==> src/hdl/lpfp_pkg.sv <==
// Package with shared types, constants and the type letter decoder of the field parser.
`default_nettype none
package lpfp_pkg;

    localparam int LENGTH_BITS_DEF = 16;
    localparam int MAX_FIELDS_DEF  = 8;
    localparam int CFG_BITS        = 16;
    localparam logic [CFG_BITS-1:0] MAX_LEN_RESET = 16'hFFFF;

    localparam logic [7:0] CHAR_SEMI  = 8'h3B;
    localparam logic [7:0] CHAR_ZERO  = 8'h30;
    localparam logic [7:0] CHAR_NINE  = 8'h39;

    localparam logic [4:0] TYPE_UNKNOWN = 5'd16;

    typedef enum logic [2:0] {
        PH_IDLE    = 3'b001,
        PH_LENGTH  = 3'b010,
        PH_PAYLOAD = 3'b100
    } t_phase;

    typedef enum logic [1:0] {
        KIND_TYPE  = 2'd0,
        KIND_BYTE  = 2'd1,
        KIND_EMPTY = 2'd2,
        KIND_ERROR = 2'd3
    } t_kind;

    typedef enum logic [1:0] {
        ERR_NONE  = 2'd0,
        ERR_DIGIT = 2'd1,
        ERR_TRUNC = 2'd2,
        ERR_LIMIT = 2'd3
    } t_err;

    typedef struct packed {
        logic [7:0] data_byte;
        logic       first_byte;
        logic       final_byte;
    } t_in_word;

    typedef struct packed {
        t_kind      item_kind;
        logic [4:0] type_code;
        logic [2:0] field_index;
        logic [7:0] payload_byte;
        logic       field_last;
        logic       message_last;
        t_err       error_code;
    } t_out_word;

    function automatic logic [4:0] lpfp_decode_type(input logic [7:0] b);
        logic [4:0] code;
        case (b)
            8'h4C:   code = 5'd0;   // L
            8'h53:   code = 5'd1;   // S
            8'h52:   code = 5'd2;   // R
            8'h49:   code = 5'd3;   // I
            8'h47:   code = 5'd4;   // G
            8'h42:   code = 5'd5;   // B
            8'h45:   code = 5'd6;   // E
            8'h5A:   code = 5'd7;   // Z
            8'h58:   code = 5'd8;   // X
            8'h4A:   code = 5'd9;   // J
            8'h54:   code = 5'd10;  // T
            8'h41:   code = 5'd11;  // A
            8'h43:   code = 5'd12;  // C
            8'h46:   code = 5'd13;  // F
            8'h56:   code = 5'd14;  // V
            8'h57:   code = 5'd15;  // W
            default: code = TYPE_UNKNOWN;
        endcase
        return code;
    endfunction

endpackage
`default_nettype wire

==> src/hdl/lpfp_if.sv <==
// Valid/ready channel interfaces for the input bytes, the result items and the configuration write.
`default_nettype none
interface lpfp_in_if;
    logic       valid;
    logic       ready;
    logic [7:0] data_byte;
    logic       first_byte;
    logic       final_byte;

    modport source (output valid, output data_byte, output first_byte, output final_byte,
                    input ready);
    modport sink (input valid, input data_byte, input first_byte, input final_byte,
                  output ready);
endinterface

interface lpfp_out_if;
    logic       valid;
    logic       ready;
    logic [1:0] item_kind;
    logic [4:0] type_code;
    logic [2:0] field_index;
    logic [7:0] payload_byte;
    logic       field_last;
    logic       message_last;
    logic [1:0] error_code;

    modport source (output valid, output item_kind, output type_code, output field_index,
                    output payload_byte, output field_last, output message_last,
                    output error_code, input ready);
    modport sink (input valid, input item_kind, input type_code, input field_index,
                  input payload_byte, input field_last, input message_last,
                  input error_code, output ready);
endinterface

interface lpfp_cfg_if;
    logic        valid;
    logic        ready;
    logic [15:0] data;

    modport source (output valid, output data, input ready);
    modport sink (input valid, input data, output ready);
endinterface
`default_nettype wire

==> src/hdl/lpfp_step.sv <==
// Next-state and result logic of the field parser for one input word.
`default_nettype none
module lpfp_step #(
    parameter int LENGTH_BITS = 16,
    parameter int MAX_FIELDS  = 8,
    localparam int FieldBits  = $clog2(MAX_FIELDS + 1)
) (
    input  var lpfp_pkg::t_in_word              i_word,
    input  var logic [lpfp_pkg::CFG_BITS-1:0]   i_max_len,
    input  var lpfp_pkg::t_phase                i_phase,
    input  var logic [LENGTH_BITS-1:0]          i_acc,
    input  var logic [LENGTH_BITS-1:0]          i_rem,
    input  var logic [FieldBits-1:0]            i_field,
    input  var logic [4:0]                      i_type,
    input  var logic                            i_digit,
    output lpfp_pkg::t_phase                    o_phase,
    output logic [LENGTH_BITS-1:0]              o_acc,
    output logic [LENGTH_BITS-1:0]              o_rem,
    output logic [FieldBits-1:0]                o_field,
    output logic [4:0]                          o_type,
    output logic                                o_digit,
    output logic                                o_fire,
    output lpfp_pkg::t_out_word                 o_item
);
    import lpfp_pkg::*;

    logic [LENGTH_BITS+3:0]          acc_wide;
    logic [LENGTH_BITS-1:0]          acc_sat;
    logic                            is_digit;
    logic                            is_semi;
    logic                            too_long;
    logic                            too_many;
    logic                            last_byte;
    logic                            fin;

    // Multiply by ten as two shifts; any carry above the length width saturates.
    assign acc_wide = {1'b0, i_acc, 3'b000} + {3'b000, i_acc, 1'b0}
                    + {{LENGTH_BITS{1'b0}}, i_word.data_byte[3:0]};
    assign acc_sat  = (|acc_wide[LENGTH_BITS+3:LENGTH_BITS]) ? {LENGTH_BITS{1'b1}}
                                                              : acc_wide[LENGTH_BITS-1:0];
    assign is_digit  = (i_word.data_byte >= CHAR_ZERO) && (i_word.data_byte <= CHAR_NINE);
    assign is_semi   = (i_word.data_byte == CHAR_SEMI);
    assign too_long  = {{CFG_BITS{1'b0}}, i_acc} > {{LENGTH_BITS{1'b0}}, i_max_len};
    assign too_many  = i_field >= FieldBits'(MAX_FIELDS);
    assign last_byte = (i_rem[LENGTH_BITS-1:1] == '0);
    assign fin       = i_word.final_byte;

    always_comb begin
        o_phase = i_phase;
        o_acc   = i_acc;
        o_rem   = i_rem;
        o_field = i_field;
        o_type  = i_type;
        o_digit = i_digit;
        o_fire  = 1'b0;
        o_item  = '{item_kind: KIND_ERROR, type_code: i_type, field_index: 3'(i_field),
                    payload_byte: 8'h00, field_last: 1'b0, message_last: 1'b1,
                    error_code: ERR_NONE};

        if (i_word.first_byte) begin
            o_type  = lpfp_decode_type(i_word.data_byte);
            o_field = '0;
            o_rem   = '0;
            o_fire  = 1'b1;
            o_item.item_kind    = KIND_TYPE;
            o_item.type_code    = o_type;
            o_item.field_index  = 3'd0;
            o_item.message_last = fin;
            if (fin) begin
                o_phase = PH_IDLE;
            end else begin
                o_acc   = '0;
                o_digit = 1'b0;
                o_phase = PH_LENGTH;
            end
        end else begin
            case (i_phase)
                PH_LENGTH: begin
                    if (is_digit) begin
                        o_acc   = acc_sat;
                        o_digit = 1'b1;
                        if (fin) begin
                            o_fire            = 1'b1;
                            o_item.error_code = ERR_TRUNC;
                            o_phase           = PH_IDLE;
                        end
                    end else if (!is_semi || !i_digit) begin
                        o_fire            = 1'b1;
                        o_item.error_code = ERR_DIGIT;
                        o_phase           = PH_IDLE;
                    end else if (too_long || too_many) begin
                        o_fire            = 1'b1;
                        o_item.error_code = ERR_LIMIT;
                        o_phase           = PH_IDLE;
                    end else if (i_acc == '0) begin
                        o_fire              = 1'b1;
                        o_item.item_kind    = KIND_EMPTY;
                        o_item.field_last   = 1'b1;
                        o_item.message_last = fin;
                        o_field             = i_field + 1'b1;
                        if (fin) begin
                            o_phase = PH_IDLE;
                        end else begin
                            o_acc   = '0;
                            o_digit = 1'b0;
                        end
                    end else if (fin) begin
                        o_fire            = 1'b1;
                        o_item.error_code = ERR_TRUNC;
                        o_phase           = PH_IDLE;
                    end else begin
                        o_rem   = i_acc;
                        o_phase = PH_PAYLOAD;
                    end
                end
                PH_PAYLOAD: begin
                    o_fire = 1'b1;
                    if (fin && !last_byte) begin
                        o_item.error_code = ERR_TRUNC;
                        o_phase           = PH_IDLE;
                    end else begin
                        o_item.item_kind    = KIND_BYTE;
                        o_item.payload_byte = i_word.data_byte;
                        o_item.field_last   = last_byte;
                        o_item.message_last = fin;
                        if (i_rem != '0) begin
                            o_rem = i_rem - 1'b1;
                        end
                        if (last_byte) begin
                            o_field = i_field + 1'b1;
                            if (fin) begin
                                o_phase = PH_IDLE;
                            end else begin
                                o_acc   = '0;
                                o_digit = 1'b0;
                                o_phase = PH_LENGTH;
                            end
                        end
                    end
                end
                default: begin
                end
            endcase
        end
    end

endmodule
`default_nettype wire

==> src/hdl/length_prefixed_field_parser.sv <==
// Top level of the decimal length-prefixed field parser.
// Results: a result word is registered and shows in the cycle after its input is taken.
// Throughput: one input word per cycle; the output register frees the input side as soon
// as the held result is taken or when none is held.
// Reset: synchronous and active low; it returns the parser to idle with no result pending
// and sets the maximum field length to 65535. The configuration port is always ready.
`default_nettype none
module length_prefixed_field_parser #(
    parameter int LENGTH_BITS = lpfp_pkg::LENGTH_BITS_DEF,
    parameter int MAX_FIELDS  = lpfp_pkg::MAX_FIELDS_DEF
) (
    input  var logic    i_clk,
    input  var logic    i_rst_n,
    lpfp_in_if.sink     i_in,
    lpfp_out_if.source  o_out,
    lpfp_cfg_if.sink    i_cfg
);
    import lpfp_pkg::*;

    localparam int FieldBits = $clog2(MAX_FIELDS + 1);

    t_phase                  r_phase, n_phase;
    logic [LENGTH_BITS-1:0]  r_acc, n_acc;
    logic [LENGTH_BITS-1:0]  r_rem, n_rem;
    logic [FieldBits-1:0]    r_field, n_field;
    logic [4:0]              r_type, n_type;
    logic                    r_digit, n_digit;
    logic [CFG_BITS-1:0]     r_max_len;
    logic                    r_out_valid;
    t_out_word               r_item, n_item;
    t_in_word                in_word;
    logic                    fire;
    logic                    in_accept;

    assign in_word   = '{data_byte: i_in.data_byte, first_byte: i_in.first_byte,
                         final_byte: i_in.final_byte};
    assign i_in.ready = !r_out_valid || o_out.ready;
    assign in_accept = i_in.valid && i_in.ready;
    assign i_cfg.ready = 1'b1;

    lpfp_step #(
        .LENGTH_BITS (LENGTH_BITS),
        .MAX_FIELDS  (MAX_FIELDS)
    ) u_step (
        .i_word    (in_word),
        .i_max_len (r_max_len),
        .i_phase   (r_phase),
        .i_acc     (r_acc),
        .i_rem     (r_rem),
        .i_field   (r_field),
        .i_type    (r_type),
        .i_digit   (r_digit),
        .o_phase   (n_phase),
        .o_acc     (n_acc),
        .o_rem     (n_rem),
        .o_field   (n_field),
        .o_type    (n_type),
        .o_digit   (n_digit),
        .o_fire    (fire),
        .o_item    (n_item)
    );

    always_ff @(posedge i_clk) begin
        if (!i_rst_n) begin
            r_phase     <= PH_IDLE;
            r_acc       <= '0;
            r_rem       <= '0;
            r_field     <= '0;
            r_type      <= TYPE_UNKNOWN;
            r_digit     <= 1'b0;
            r_max_len   <= MAX_LEN_RESET;
            r_out_valid <= 1'b0;
        end else begin
            if (i_cfg.valid) begin
                r_max_len <= i_cfg.data;
            end
            if (in_accept) begin
                r_phase     <= n_phase;
                r_acc       <= n_acc;
                r_rem       <= n_rem;
                r_field     <= n_field;
                r_type      <= n_type;
                r_digit     <= n_digit;
                r_out_valid <= fire;
            end else if (o_out.ready) begin
                r_out_valid <= 1'b0;
            end
        end
    end

    always_ff @(posedge i_clk) begin
        if (in_accept && fire) begin
            r_item <= n_item;
        end
    end

    assign o_out.valid        = r_out_valid;
    assign o_out.item_kind    = r_item.item_kind;
    assign o_out.type_code    = r_item.type_code;
    assign o_out.field_index  = r_item.field_index;
    assign o_out.payload_byte = r_item.payload_byte;
    assign o_out.field_last   = r_item.field_last;
    assign o_out.message_last = r_item.message_last;
    assign o_out.error_code   = r_item.error_code;

endmodule
`default_nettype wire

==> src/flat_wrapper.sv <==
// flat-port wrapper written by rule: the top's interface ports become plain ports
module length_prefixed_field_parser_flat import lpfp_pkg::*;
#(
    parameter int LENGTH_BITS = lpfp_pkg::LENGTH_BITS_DEF,
    parameter int MAX_FIELDS  = lpfp_pkg::MAX_FIELDS_DEF
)
  (i_clk, i_rst_n, i_in_valid, i_in_data_byte, i_in_first_byte, i_in_final_byte, i_in_ready, o_out_valid, o_out_item_kind, o_out_type_code, o_out_field_index, o_out_payload_byte, o_out_field_last, o_out_message_last, o_out_error_code, o_out_ready, i_cfg_valid, i_cfg_data, i_cfg_ready);
  lpfp_in_if i_in_i ();
  lpfp_out_if o_out_i ();
  lpfp_cfg_if i_cfg_i ();
  input  var logic i_clk;
  input  var logic i_rst_n;
  input wire logic [$bits(i_in_i.valid)-1:0] i_in_valid;
  input wire logic [$bits(i_in_i.data_byte)-1:0] i_in_data_byte;
  input wire logic [$bits(i_in_i.first_byte)-1:0] i_in_first_byte;
  input wire logic [$bits(i_in_i.final_byte)-1:0] i_in_final_byte;
  output wire logic [$bits(i_in_i.ready)-1:0] i_in_ready;
  output wire logic [$bits(o_out_i.valid)-1:0] o_out_valid;
  output wire logic [$bits(o_out_i.item_kind)-1:0] o_out_item_kind;
  output wire logic [$bits(o_out_i.type_code)-1:0] o_out_type_code;
  output wire logic [$bits(o_out_i.field_index)-1:0] o_out_field_index;
  output wire logic [$bits(o_out_i.payload_byte)-1:0] o_out_payload_byte;
  output wire logic [$bits(o_out_i.field_last)-1:0] o_out_field_last;
  output wire logic [$bits(o_out_i.message_last)-1:0] o_out_message_last;
  output wire logic [$bits(o_out_i.error_code)-1:0] o_out_error_code;
  input wire logic [$bits(o_out_i.ready)-1:0] o_out_ready;
  input wire logic [$bits(i_cfg_i.valid)-1:0] i_cfg_valid;
  input wire logic [$bits(i_cfg_i.data)-1:0] i_cfg_data;
  output wire logic [$bits(i_cfg_i.ready)-1:0] i_cfg_ready;
  assign i_in_i.valid = i_in_valid;
  assign i_in_i.data_byte = i_in_data_byte;
  assign i_in_i.first_byte = i_in_first_byte;
  assign i_in_i.final_byte = i_in_final_byte;
  assign i_in_ready = i_in_i.ready;
  assign o_out_valid = o_out_i.valid;
  assign o_out_item_kind = o_out_i.item_kind;
  assign o_out_type_code = o_out_i.type_code;
  assign o_out_field_index = o_out_i.field_index;
  assign o_out_payload_byte = o_out_i.payload_byte;
  assign o_out_field_last = o_out_i.field_last;
  assign o_out_message_last = o_out_i.message_last;
  assign o_out_error_code = o_out_i.error_code;
  assign o_out_i.ready = o_out_ready;
  assign i_cfg_i.valid = i_cfg_valid;
  assign i_cfg_i.data = i_cfg_data;
  assign i_cfg_ready = i_cfg_i.ready;
  length_prefixed_field_parser #(.LENGTH_BITS(LENGTH_BITS), .MAX_FIELDS(MAX_FIELDS)) u_core (.i_clk(i_clk), .i_rst_n(i_rst_n), .i_in(i_in_i), .o_out(o_out_i), .i_cfg(i_cfg_i));
endmodule
==> config.mk <==
export PLATFORM = sky130hd
export DESIGN_NAME = length_prefixed_field_parser_flat
export DESIGN_NICKNAME = d
export VERILOG_FILES = /design/src/hdl/lpfp_pkg.sv /design/src/hdl/lpfp_if.sv /design/src/hdl/lpfp_step.sv /design/src/hdl/length_prefixed_field_parser.sv /design/src/flat_wrapper.sv
export SDC_FILE = /design/constraint.sdc
export NUM_CORES = 1
export LEC_CHECK = 0
export BUFFER_PORTS_ARGS = -buffer_cell sky130_fd_sc_hd__buf_2
export CAP_MARGIN = 40
export CORE_UTILIZATION = 50
export DETAILED_ROUTE_END_ITERATION = 10
export GPL_TIMING_DRIVEN = 0
export PLACE_DENSITY_LB_ADDON = 0.25
export SKIP_LAST_GASP = 1
export SYNTH_ARGS = -nofsm -noshare
export SYNTH_HDL_FRONTEND = slang
export SYNTH_SLANG_ARGS = --single-unit
==> constraint.sdc <==
create_clock -name i_clk -period 4 [get_ports i_clk]
set_input_delay 0.2 -clock i_clk [delete_from_list [all_inputs] [get_ports i_clk]]
set_output_delay 0.2 -clock i_clk [all_outputs]
set_load 0.005 [all_outputs]
==> impl_metrics.env, run 1 <==
export IMPL_status="finished, final reports clean"
export IMPL_cts_hold_buffers_added=0
export IMPL_syn_instance_count=694
export IMPL_global_route_usage_met2_pct=47.1
export IMPL_cp_start_kind="flop"
export IMPL_dieArea_mm2=0.0119
export IMPL_ys_warn_count=0
export IMPL_worstSetupPathType="reg -> reg"
export IMPL_crit_arrival_ns=3.98
export IMPL_rsz0062_at_grt="false"
export IMPL_vias=5731
export IMPL_synth_edf_count=22
export IMPL_power_density_mw_per_mm2=294
export IMPL_ys_seq_elements=84
export IMPL_clk_latency_ns=0.34
export IMPL_numPortBuffers=52
export IMPL_async_flop_share_pct=0
export IMPL_vias_per_cell=6.35
export IMPL_firstDrtPassIters=5
export IMPL_avgSynthCellArea_um2=8.28
export IMPL_hold_class="in -> reg"
export IMPL_grt_pass1_wl_um=26400
export IMPL_antenna_cells=0
export IMPL_io_pins=56
export IMPL_gp_congestion=0.943
export IMPL_rr_startpoint="u_core.r_acc[2]"
export IMPL_clock_path_buffers=2
export IMPL_syn_area_mm2=0.00574
export IMPL_grt_use_met1_pct=36.2
export IMPL_hold_end="u_core.r_max_len[8]"
export IMPL_finish_utilization_pct=58.9
export IMPL_dieWidth_um=109
export IMPL_leakagePower_nw=2.82
export IMPL_setup_tns_final_ns=0
export IMPL_timing_rr_end="u_core.r_acc[6]"
export IMPL_htreeDepth=3
export IMPL_drc=0
export IMPL_slew_headroom_pct=54.9
export IMPL_place_ws_ns=0.144
export IMPL_grt_overflow_total=0
export IMPL_ir_worst_vdd_uv=247
export IMPL_p_total_mw=1.91
export IMPL_wl_per_cell_um=18.6
export IMPL_r2r_cells=10
export IMPL_drive_gt1_share_pct=11.7
export IMPL_antenna_found_initial=0
export IMPL_ant_nets=0
export IMPL_clock_sinks=84
export IMPL_areaGrowthSynthToFinish_pct=13.2
export IMPL_crit_slowest_cell="dfxtp_1"
export IMPL_cts_root_buf="clkbuf_16"
export IMPL_slowest_delay_ns=0.57
export IMPL_cts_tree="done"
export IMPL_dieHeight_um=109
export IMPL_critPathRequiredTime_ns=4.22
export IMPL_path_buf_inv=1
export IMPL_busiest_layer="met2"
export IMPL_ys_types=67
export IMPL_path_max_fanout=10
export IMPL_fin_crit_sh_pct=93.9
export IMPL_ys_flop_type="dfxtp_1"
export IMPL_path_clk_slew_ns=0.06
export IMPL_setup_viol=0
export IMPL_r2r_setup_slack_ns=0.25
export IMPL_fmax_mhz=266
export IMPL_hold_path_depth=3
export IMPL_synth_fp_nets=777
export IMPL_min_from="i_cfg_data[8]"
export IMPL_grt_pass1_vias=5321
export IMPL_final_hold_viol_count=0
export IMPL_grt_max_degree=16
export IMPL_synth_seq_area_share_pct=33.1
export IMPL_worst_slew_pin_slew_ns=0.677
export IMPL_min_period_ns=3.75
export IMPL_cts_made_buffers=9
export IMPL_hpwl_um=12600
export IMPL_clock_skew_ns=0.00874
export IMPL_cp_end_kind="flop"
export IMPL_final_nets=841
export IMPL_finalWorstSetupSlack_ns=0.245
export IMPL_place_area_mm2=0.00619
export IMPL_grtUsageTotal_pct=28.7
export IMPL_path_depth=10
export IMPL_drt_total_wl_um=16800
export IMPL_drv_slew=0
export IMPL_core_area_mm2=0.0110
export IMPL_fillers=960
export IMPL_drv_cap=0
export IMPL_cp_top_family="compound AO/OA/AOI/OAI gates"
export IMPL_final_area_mm2=0.00650
export IMPL_start_util_pct=52.1
export IMPL_rows=38
export IMPL_drt_iter0_drc=471
export IMPL_crit_chain="fa_1 -> ha_1 -> a211oi_1 -> o21ai_1 -> o2111a_1 -> a221oi_1 -> xor2_2 -> and4b_1 -> buf_2 -> o41ai_1"
export IMPL_gr_usage_met3_pct=4.96
## where the power goes
part | leakage (nW) | switching, mW | internal [mW]
clock | 0.143 | 0.365 | 0.445
sequential | 0.714 | 0.0110 | 0.895
combinational | 1.96 | 0.130 | 0.0677
total | 2.82 | 0.506 | 1.41
## tightest hold or removal path, stage by stage
cell and delay, ns:
buf_2 0.07, nand2_1 0.04, o211ai_1 0.06
## kinds of logic after synthesis
| kind of cell | after synthesis | synth area share [%] |
|---|---|---|
| XOR/XNOR | 15 | 2.29 |
| AO/OA/AOI/OAI | 216 | 24.8 |
| buffers and inverters | 68 | 4.64 |
| multiplexers | 7 | 1.26 |
| flip-flops | 84 | 33.1 |
| adder cells (fa/ha/maj) | 52 | 11.6 |
| AND/OR/NAND/NOR | 251 | 22.2 |
| other | 1 | 0.0653 |
## registers in the layout (all words and copies together), names as in the netlist, 2 cells and up
name and flops:
u_core.r_acc 16, u_core.o_out.error_code 2, u_core.o_out.field_index 3, u_core.r_type 5, u_core.o_out.item_kind 2, u_core.o_out.payload_byte 8
u_core.o_out.type_code 5, u_core.r_rem 16, u_core.r_field 4, u_core.r_max_len 16, u_core.r_phase 3
## worst max path at each step
stage                startpoint                          to  slack (ns)
2_1_floorplan  u_core.r_acc[15]  u_core.o_out.error_code[0]        0.55
3_3_place_gp   u_core.r_acc[15]     u_core.o_out.field_last       -0.27
3_5_place_dp    u_core.r_acc[2]             u_core.r_acc[9]        0.14
4_1_cts         u_core.r_acc[2]            u_core.r_acc[12]        0.13
5_1_grt         u_core.r_acc[2]             u_core.r_acc[6]        0.02
6_report        u_core.r_acc[2]             u_core.r_acc[6]        0.25
## what timing repair did
| action | CTS | global route |
|---|---|---|
| setup endpoints to repair | 0 | 12 |
| resized for setup | 0 | 3 |
| buffers inserted | 0 | 0 |
## Yosys cell counts, types with 13 or more instances
cell       n  area share [%]
o211ai_1  25             3.3
and2_1    13             1.4
nor2_1    48             3.1
o21ai_0   38             3.3
inv_1     34             2.2
dfxtp_1   62              22
nand2_1   69             4.5
a21oi_1   61             5.3
nand4_1   19             2.1
ha_1      50              11
edfxtp_1  22              12
nor3_1    17             1.5
nand3_1   21             1.8
clkbuf_1  27             1.8
## per-stage QoR
stage	std cells	hold slack (ns)
6_report	903	0.0788
5_1_grt	903	0.0848
4_1_cts	903	0.0739
3_5_place_dp	887	0.424
3_3_place_gp	886	0.414
2_1_floorplan	694	0.326
## area by class of cell
cell class / count / area (µm²) / area share (%)
clock buffers: 10 / 239 / 3.68
clock inverters: 6 / 46.3 / 0.712
multi-input cells: 542 / 3600 / 55.4
flip-flops and latches: 84 / 1900 / 29.3
inverters: 34 / 128 / 1.96
well taps: 140 / 175 / 2.70
repair buffers: 53 / 272 / 4.18
plain buffers: 34 / 139 / 2.14
## metal layers
metal,part of all wire (%),up-vias
li1,-,2736
met1,42,2689
met2,47,259
met3,7.0,47
met4,4.0,0
met5,0,-
## cells in the final DEF, fill, tap and decap left out, types with 6 or more instances in the layout
master,count
xor2_1,8
nand4_1,19
dfxtp_1,62
a21oi_1,60
or3_1,11
edfxtp_1,22
nor2b_1,8
nor2_1,48
a22o_1,8
nor4_1,10
nand2b_1,6
clkbuf_1,27
nand2_1,69
a31oi_1,10
ha_1,50
clkbuf_16,9
xnor2_1,6
o211ai_1,25
o21a_1,6
nand3_1,21
and2_1,13
inv_1,34
a21o_1,10
nor3_1,17
o21ai_0,38
o31ai_1,6
buf_2,55
No activity file was read; power rests on OpenSTA's default activity.
==> run 2: changes to the inputs <==
Settings changed: SYNTH_HIERARCHICAL set to 1.
==> run 2 against run 1 <==
Net effect:
- clock skew down 0.0024 ns
- core utilization down 1.1 points
- synthesized cell count up 19%
- highest routed layer unchanged
- maximum frequency down 0.41%
- critical path type unchanged
- worst setup slack worse by 0.016 ns
- first-iteration DRC count up 42%
- design area up 18%
- global-route usage down 2.2 points
==> impl_metrics.env, run 2 <==
export IMPL_status="finished, final reports clean"
export IMPL_critPathRequiredTime_ns=4.10
export IMPL_clock_path_buffers=2
export IMPL_hold_class="in -> reg"
export IMPL_ant_nets=0
export IMPL_grt_pass1_wl_um=29900
export IMPL_hpwl_um=13800
export IMPL_antenna_cells=0
export IMPL_path_max_fanout=13
export IMPL_place_area_mm2=0.00732
export IMPL_cts_made_buffers=9
export IMPL_cts_root_buf="clkbuf_16"
export IMPL_syn_instance_count=827
export IMPL_p_int_mw=1.46
export IMPL_clockPowerShare_pct=42.2
export IMPL_ys_warn_count=6
export IMPL_power_frac_seq_pct=46.1
export IMPL_firstDrtPassIters=6
export IMPL_dieWidth_um=119
export IMPL_r2r_cells=14
export IMPL_ys_flop_type="dfxtp_1"
export IMPL_avgSynthCellArea_um2=8.24
export IMPL_ys_seq_elements=84
export IMPL_leakagePower_nw=3.30
export IMPL_final_area_mm2=0.00766
export IMPL_cts_hold_buffers_added=0
export IMPL_min_period_ns=3.77
export IMPL_gp_congestion=0.933
export IMPL_fin_crit_sh_pct=94.3
export IMPL_clock_skew_ns=0.00639
export IMPL_power_share_switching_pct=25.6
export IMPL_endpoint="u_core/o_out.field_index[2]"
export IMPL_core_area_mm2=0.0132
export IMPL_worstSetupPathType="reg -> reg"
export IMPL_synth_fp_nets=911
export IMPL_final_hold_viol_count=0
export IMPL_synth_area_top_cells="dfxtp_1 (18%), edfxtp_1 (9.7%), ha_1 (9.4%)"
export IMPL_grt_pass1_vias=5927
export IMPL_setup_viol=0
export IMPL_p_switching_mw=0.502
export IMPL_synth_most_common_cell="nand2_1"
export IMPL_cp_start_kind="flop"
export IMPL_fillers=1245
export IMPL_synthDominantCellAreaShare_pct=18.2
export IMPL_synth_edf_count=22
export IMPL_dieArea_mm2=0.0141
export IMPL_rows=42
export IMPL_vias_per_cell=6.11
export IMPL_ir_worst_vdd_uv=215
export IMPL_crit_start="u_core/r_acc[6]"
export IMPL_grtUsageTotal_pct=26.6
export IMPL_drive_gt1_share_pct=14.1
export IMPL_reg_top3="u_core/r_acc (16), u_core/r_max_len (16), u_core/r_rem (16)"
export IMPL_crit_arrival_ns=3.87
export IMPL_final_nets=979
export IMPL_drv_cap=0
export IMPL_synth_common_cells="nand2_1 (143), dfxtp_1 (62), mux2i_1 (62)"
export IMPL_start_util_pct=51.4
export IMPL_clock_sinks=84
export IMPL_drt_total_wl_um=18500
export IMPL_cts_tree="done"
export IMPL_clk_latency_ns=0.34
export IMPL_areaGrowthSynthToFinish_pct=12.4
export IMPL_grt_max_degree=15
export IMPL_r2r_setup_slack_ns=0.23
export IMPL_worst_slew_pin_slew_ns=0.885
export IMPL_io_pins=56
export IMPL_setup_tns_final_ns=0
export IMPL_slew_headroom_pct=40.7
export IMPL_final_common_cell="nand2_1"
export IMPL_p_comb_share_pct=11.7
export IMPL_dieHeight_um=119
export IMPL_synth_seq_area_share_pct=27.9
export IMPL_antenna_found_initial=0
export IMPL_power_density_mw_per_mm2=256
export IMPL_yosys_area_top_type="dfxtp_1"
export IMPL_cp_end_kind="flop"
export IMPL_mostFrequentLayoutCells="nand2_1 (143), mux2i_1 (62), buf_2 (61)"
export IMPL_rr_startpoint="u_core/r_acc[6]"
export IMPL_drc=0
export IMPL_numPortBuffers=52
export IMPL_htreeDepth=3
export IMPL_ys_types=78
export IMPL_timing_rr_end="u_core/o_out.field_index[2]"
export IMPL_syn_area_mm2=0.00681
export IMPL_wl_per_cell_um=17.2
export IMPL_grt_overflow_total=0
export IMPL_drt_iter0_drc=668
export IMPL_rsz0062_at_grt="false"
export IMPL_drv_slew=0
export IMPL_vias=6575
export IMPL_path_clk_slew_ns=0.06
export IMPL_fmax_mhz=265
export IMPL_async_flop_share_pct=0
-- run 2: cell types whose count changed after synthesis, sizes merged, moves of 11 or more --
cell / change
o21ai: -12
o211ai: -16
a211oi: +17
a41oi: +13
a221oi: +12
a21oi: -14
nand3: -11
nand2: +74
mux2i: +57
buf: +16
-- run 2: worst min-delay path by stage --
stage | start | endpoint | slack (ns) | depth (start not counted)
2_1_floorplan | i_cfg_data[10] | u_core/r_max_len[10] | 0.33 | 2
4_1_cts | i_cfg_data[15] | u_core/r_max_len[15] | 0.07 | 3
3_3_place_gp | i_cfg_data[1] | u_core/r_max_len[1] | 0.42 | 3
3_5_place_dp | i_cfg_data[2] | u_core/r_max_len[2] | 0.42 | 3
6_report | i_cfg_data[15] | u_core/r_max_len[15] | 0.07 | 3
5_1_grt | i_cfg_data[12] | u_core/r_max_len[12] | 0.07 | 3
-- run 2: critical path, cell delays in order (launching register included) --
cell      delay, ns
dfxtp_1        0.65
ha_1           0.33
and2_1         0.16
a221o_1        0.30
a221oi_1       0.27
o21ai_1        0.14
o21ai_2        0.32
and2_0         0.18
clkbuf_1       0.14
buf_2          0.27
a21o_1         0.18
o211ai_1       0.13
nand2_1        0.15
nor2b_2        0.12
buf_6          0.18
-- run 2: power by group through the flow --
stage	sequential (mW)	clock, mW	combinational (mW)
detailed placement	0.923	0	0.227
floorplan	0.922	0	0.152
global route	0.906	0.879	0.250
finish	0.903	0.829	0.230
global placement	0.923	0	0.223
CTS	0.904	0.842	0.228
-- run 2: metal layers --
layer / up-vias / global-route usage (%) / wire, µm
met2: 290 / 43.2 / 8590
li1: 3176 / - / -
met4: 0 / 11.0 / 558
met5: - / 0 / 0
met3: 45 / 3.96 / 1170
met1: 3064 / 35.1 / 8190
-- run 2: cell families (layout without fill, tap and decap cells) --
family	after synthesis	count (layout)	synth area share [%]
simple gates	310	310	22.3
mux	63	63	9.27
other cells	1	1	0.0550
xor+xnor	12	12	1.54
compound gates	210	210	21.8
buf+inv	94	167	7.11
fa+ha+maj	53	53	9.95
flops	84	84	27.9
-- run 2: through the flow --
stage / setup WS (ns) / cells / hold WS [ns] / util, % / total power [mW]
floorplan: 0.378 / 827 / 0.328 / - / 1.07
global placement: -0.492 / 1055 / 0.415 / 55.1 / 1.15
CTS: 0.164 / 1076 / 0.0652 / 57.7 / 1.97
global route: 0.0217 / 1076 / 0.0721 / 57.8 / 2.03
detailed placement: -0.331 / 1059 / 0.422 / 55.3 / 1.15
finish: 0.229 / 1076 / 0.0717 / 57.8 / 1.96
-- run 2: area by class of cell --
class | instances | area, µm² | share of cell area (%)
repair buffers | 57 | 297 | 3.87
flip-flops and latches | 84 | 1900 | 24.9
clock inverters | 5 | 33.8 | 0.441
well taps | 176 | 220 | 2.88
multi-input cells | 649 | 4450 | 58.2
inverters | 36 | 135 | 1.76
clock buffers | 11 | 264 | 3.45
plain buffers | 58 | 349 | 4.56
-- run 2: repair_timing --
| action | 4_1_cts | 5_1_grt |
|---|---|---|
| pin swaps | 0 | 0 |
| buffers inserted | 1 | 0 |
| gates resized for setup | 5 | 3 |
| setup endpoints to repair | 16 | 19 |
